`src/rtl/core/pil_pkg.sv`:
```
// Shared types and constants for the profile interpolation lookup unit.
package pil_pkg;

	localparam int unsigned DistW  = 32;
	localparam int unsigned LevelW = 16;
	localparam int unsigned FracW  = 16;

	// Register index of the breakpoint count on the configuration port.
	localparam logic [0:0] REG_POINTS_IN_USE = 1'b0;

	typedef enum logic {
		MODE_LOAD  = 1'b0,
		MODE_QUERY = 1'b1
	} mode_t;

	typedef enum logic [2:0] {
		ST_IDLE,
		ST_SEARCH,
		ST_READ,
		ST_PAIR,
		ST_DIV,
		ST_BLEND,
		ST_DONE
	} state_t;

	typedef struct packed {
		logic             mode;
		logic [11:0]      index;
		logic [DistW-1:0] distance;
		logic [LevelW-1:0] level;
		logic [DistW-1:0] query;
	} item_t;

	typedef struct packed {
		logic [LevelW-1:0] level;
		logic              beyond;
	} result_t;

endpackage

```
`src/rtl/core/pil_front.sv`:
```
// Input stage: registers accepted items into a two-entry queue toward the engine.
module pil_front (
	input  logic            clk,
	input  logic            arst_n,
	input  logic            in_valid,
	output logic            in_ready,
	input  pil_pkg::item_t  in_item,
	output logic            q_valid,
	input  logic            q_ready,
	output pil_pkg::item_t  q_item
);
	import pil_pkg::*;

	item_t     buf_q [2];
	logic      wp_q, rp_q;
	logic [1:0] cnt_q;

	assign in_ready = (cnt_q != 2'd2);
	assign q_valid  = (cnt_q != 2'd0);
	assign q_item   = buf_q[rp_q];

	always_ff @(posedge clk) begin
		if (in_valid && in_ready) buf_q[wp_q] <= in_item;
	end

	always_ff @(posedge clk or negedge arst_n) begin
		if (!arst_n) begin
			wp_q <= 1'b0;
			rp_q <= 1'b0;
			cnt_q <= 2'd0;
		end else begin
			if (in_valid && in_ready) wp_q <= ~wp_q;
			if (q_valid && q_ready) rp_q <= ~rp_q;
			cnt_q <= cnt_q + 2'(in_valid && in_ready) - 2'(q_valid && q_ready);
		end
	end
endmodule

```
`config.mk`:
```
export PLATFORM = sky130hd
export DESIGN_NAME = pil_front
export DESIGN_NICKNAME = d
export VERILOG_FILES = /design/src/rtl/core/pil_pkg.sv /design/src/rtl/core/pil_front.sv
export SDC_FILE = /design/constraint.sdc
export NUM_CORES = 1
export LEC_CHECK = 0
export BUFFER_PORTS_ARGS = -buffer_cell sky130_fd_sc_hd__clkbuf_2
export CAP_MARGIN = 5
export CORE_MARGIN = 1.5
export CORE_UTILIZATION = 52
export DETAILED_ROUTE_END_ITERATION = 12
export PLACE_DENSITY = 0.78
export SLEW_MARGIN = 5
export SYNTH_ARGS = -nofsm -noshare
export SYNTH_HDL_FRONTEND = slang
export SYNTH_SLANG_ARGS = --single-unit
```
`constraint.sdc`:
```
create_clock -name clk -period 7.05 [get_ports clk]
set_input_delay 0.3525 -clock clk [delete_from_list [all_inputs] [get_ports clk]]
set_output_delay 0.3525 -clock clk [all_outputs]
set_load 0.005 [all_outputs]
```
==> impl_metrics.ini <==
[setup_path]
critPathSlowestCell = dfrtp_4
cp-start-kind = flip-flop
crit_buf_inv = 2
crit_type = reg -> out
path_cells = buf_4 > mux2_2 > clkbuf_2
critPathMaxFanout = 48
required_ns = 6.70
rr_worst_depth = 3
cp.depth = 3
slowest_delay_ns = 0.84
path_delay_family = flip-flops
cp.arrival_ns = 2.47
crit_path_end_kind = primary output

[logic_synthesis]
synth_most_common_cell = edfxtp_1
yosysTopAreaCell = edfxtp_1
yosysWarnings = 0
syn_area_sq_mm = 0.00692
synth_edf_count = 186
ys_seq_elements = 190
synth-seq-area-share_pct = 82.2
synthCells = 306
synth_cell_types = 16
synth-main-ff-cell = edfxtp_1
netlist.area_leader.share_pct = 80.7
synth_top_cells_by_count = 186 x edfxtp_1, 93 x mux2_2, 6 x buf_6
syn_area_per_cell_sq_um = 22.6
synthArstFlopShare_pct = 2.11
synth_nets = 405
synth_area_leaders = edfxtp_1 81%, mux2_2 15%, dfrtp_1 1.4%, buf_6 0.98%, xnor2_1 0.38%

[timing]
setup_viol = 0
layout_worst_path_cycle_share_pct = 40.1
worst_slew_pin_slew_ns = 0.718
rsz0062_at_grt = no
hold_viol_final = 0
max_clock_freq_ghz = 0.354
min_period_ns = 2.82
report.final.slew_viol_count = 0
worst_clock_skew_ns = 0.00748
max_slew_margin_pct = 52.1
setup_tns_ns = 0

[cts]
clockBufferDepth = 2
post_cts_buffers = 0
clk_pin_slew_ns = 0.06
cts.sinks = 190
numCtsBuffers = 17
cts_tree = built
cts_root_buf = clkbuf_16
clk-insertion-delay-late_ns = 0.42
cts.repair.resized = 0
htreeDepth = 4

[detailed_routing]
drc = 0
post_drt_wl_per_cell_microns = 17.5
drt_iter0_drc = 210
drt_first_pass_iters = 4
vias_per_cell = 5.10
wirelength_mm = 12.2
ant_nets = 0
vias = 3551

[global_route]
antenna_found_initial = 0
grt_pass1_wl_mm = 18.9
grt-ovfl-total = 0
grt_pass1_vias = 3725
grt_max_degree = 53
track_usage_pct = 18.0

[placed_design]
io_buffer_count = 191
dp_hpwl_mm = 7.96
gp_congestion = 0.692
placed_cells = 663

[die]
dieWidth_microns = 118
num_io_pins = 192
core_area_sq_mm = 0.0128
start_util_pct = 54.0
die_y_microns = 118
fp-row-count = 41
dieArea_sq_mm = 0.0140

[min_path]
min_path_type = in -> reg
hold_depth = 1

[pwr]
p_per_area_mw_per_mm2 = 410
p_leak_uw = 0.00332
vdd_ir_drop_max_mv = 0.251

[run_status]
status = complete, no violations

[cells_and_area]
antennaDiodeCount = 0
n_fill_cell = 875
drive_gt1_share_pct = 61.6
area_growth_pct = 25.7
final_nets = 610
stdcell_count = 696

[run]
max-cap-violations = 0
-- cell usage in the layout, fill, tap and decap left out --
cell and n:
xnor2_1 3, nor2_4 1, and2_1 1, clkbuf_16 17, dfrtp_4 1, edfxtp_1 186, inv_6 2, dfrtp_1 3
clkinv_2 4, clkbuf_2 191, mux2_2 93, ha_1 2, dlygate4sd3_1 1, buf_4 4, clkinv_1 1, clkinvlp_4 1
and3_4 1, nand2b_1 1, or2_2 1, inv_1 1, xor2_1 1, bufinv_16 5, clkinv_4 2, nand2_1 1
-- stage by stage --
step	area [sq um]	hold slack [ns]	total power (uW)	util, %	setup slack (ns)
floorplan	6920	0.0569	2230	-	2.02
global placement	8050	0.162	2550	62.7	4.66
detailed placement	8050	0.167	2590	62.7	4.64
CTS	8700	0.0991	3610	67.8	4.18
global route	8700	0.102	3730	67.8	4.10
finish	8700	0.117	3570	67.8	4.23
-- sequential cells by signal, summed over array words and instances, names as in the netlist --
signal	flops
buf_q	186
cnt_q	2
rp_q	1
wp_q	1
-- worst paths after layout --
| path | slack [ns] | start | to |
|---|---|---|---|
| min in group asynchronous | 0.26 | arst_n | cnt_q[1] |
| worst min-delay path | 0.12 | in_item[86] | buf_q[1][86] |
| worst max-delay path | 4.23 | rp_q | q_item[60] |
| worst min register to register | 0.51 | cnt_q[0] | cnt_q[0] |
| worst max register to register | 4.78 | cnt_q[1] | buf_q[1][7] |
| max in group asynchronous | 6.64 | arst_n | rp_q |
-- final cells by class --
| cell class | instances | area [sq um] | share of cell area [%] |
|---|---|---|---|
| Clock buffer | 17 | 425 | 4.89 |
| Inverter | 1 | 3.75 | 0.0432 |
| Clock inverter | 15 | 216 | 2.49 |
| Tap cell | 172 | 215 | 2.47 |
| Multi-Input combinational cell | 105 | 1150 | 13.2 |
| Sequential cell | 190 | 5690 | 65.4 |
| Timing Repair Buffer | 196 | 996 | 11.4 |
-- cells by family after synthesis --
| family | count (synthesis) | share of synthesized area, % |
|---|---|---|
| adder cells (fa/ha/maj) | 2 | 0.362 |
| buffers and inverters | 11 | 1.36 |
| flip-flops | 190 | 82.2 |
| AND/OR/NAND/NOR | 6 | 0.470 |
| multiplexers | 93 | 15.1 |
| XOR/XNOR | 4 | 0.506 |
-- power by group --
group	switching [uW]	internal (uW)
registers	110	1550
clock network	392	628
logic	432	457
-- what timing repair did --
action,in CTS,in global routing
setup endpoints to repair,0,0
hold endpoints to repair,4,0
hold buffers,1,0
-- layer usage --
layer | GRT usage (%) | up-vias | share of wire (%)
met2 | 31.1 | 161 | 51
met5 | 0 | - | 0
met1 | 21.0 | 1742 | 40
li1 | - | 1628 | -
met4 | 7.01 | 0 | 1.8
met3 | 5.74 | 20 | 7.4
Power figures use the tool's default switching activity.
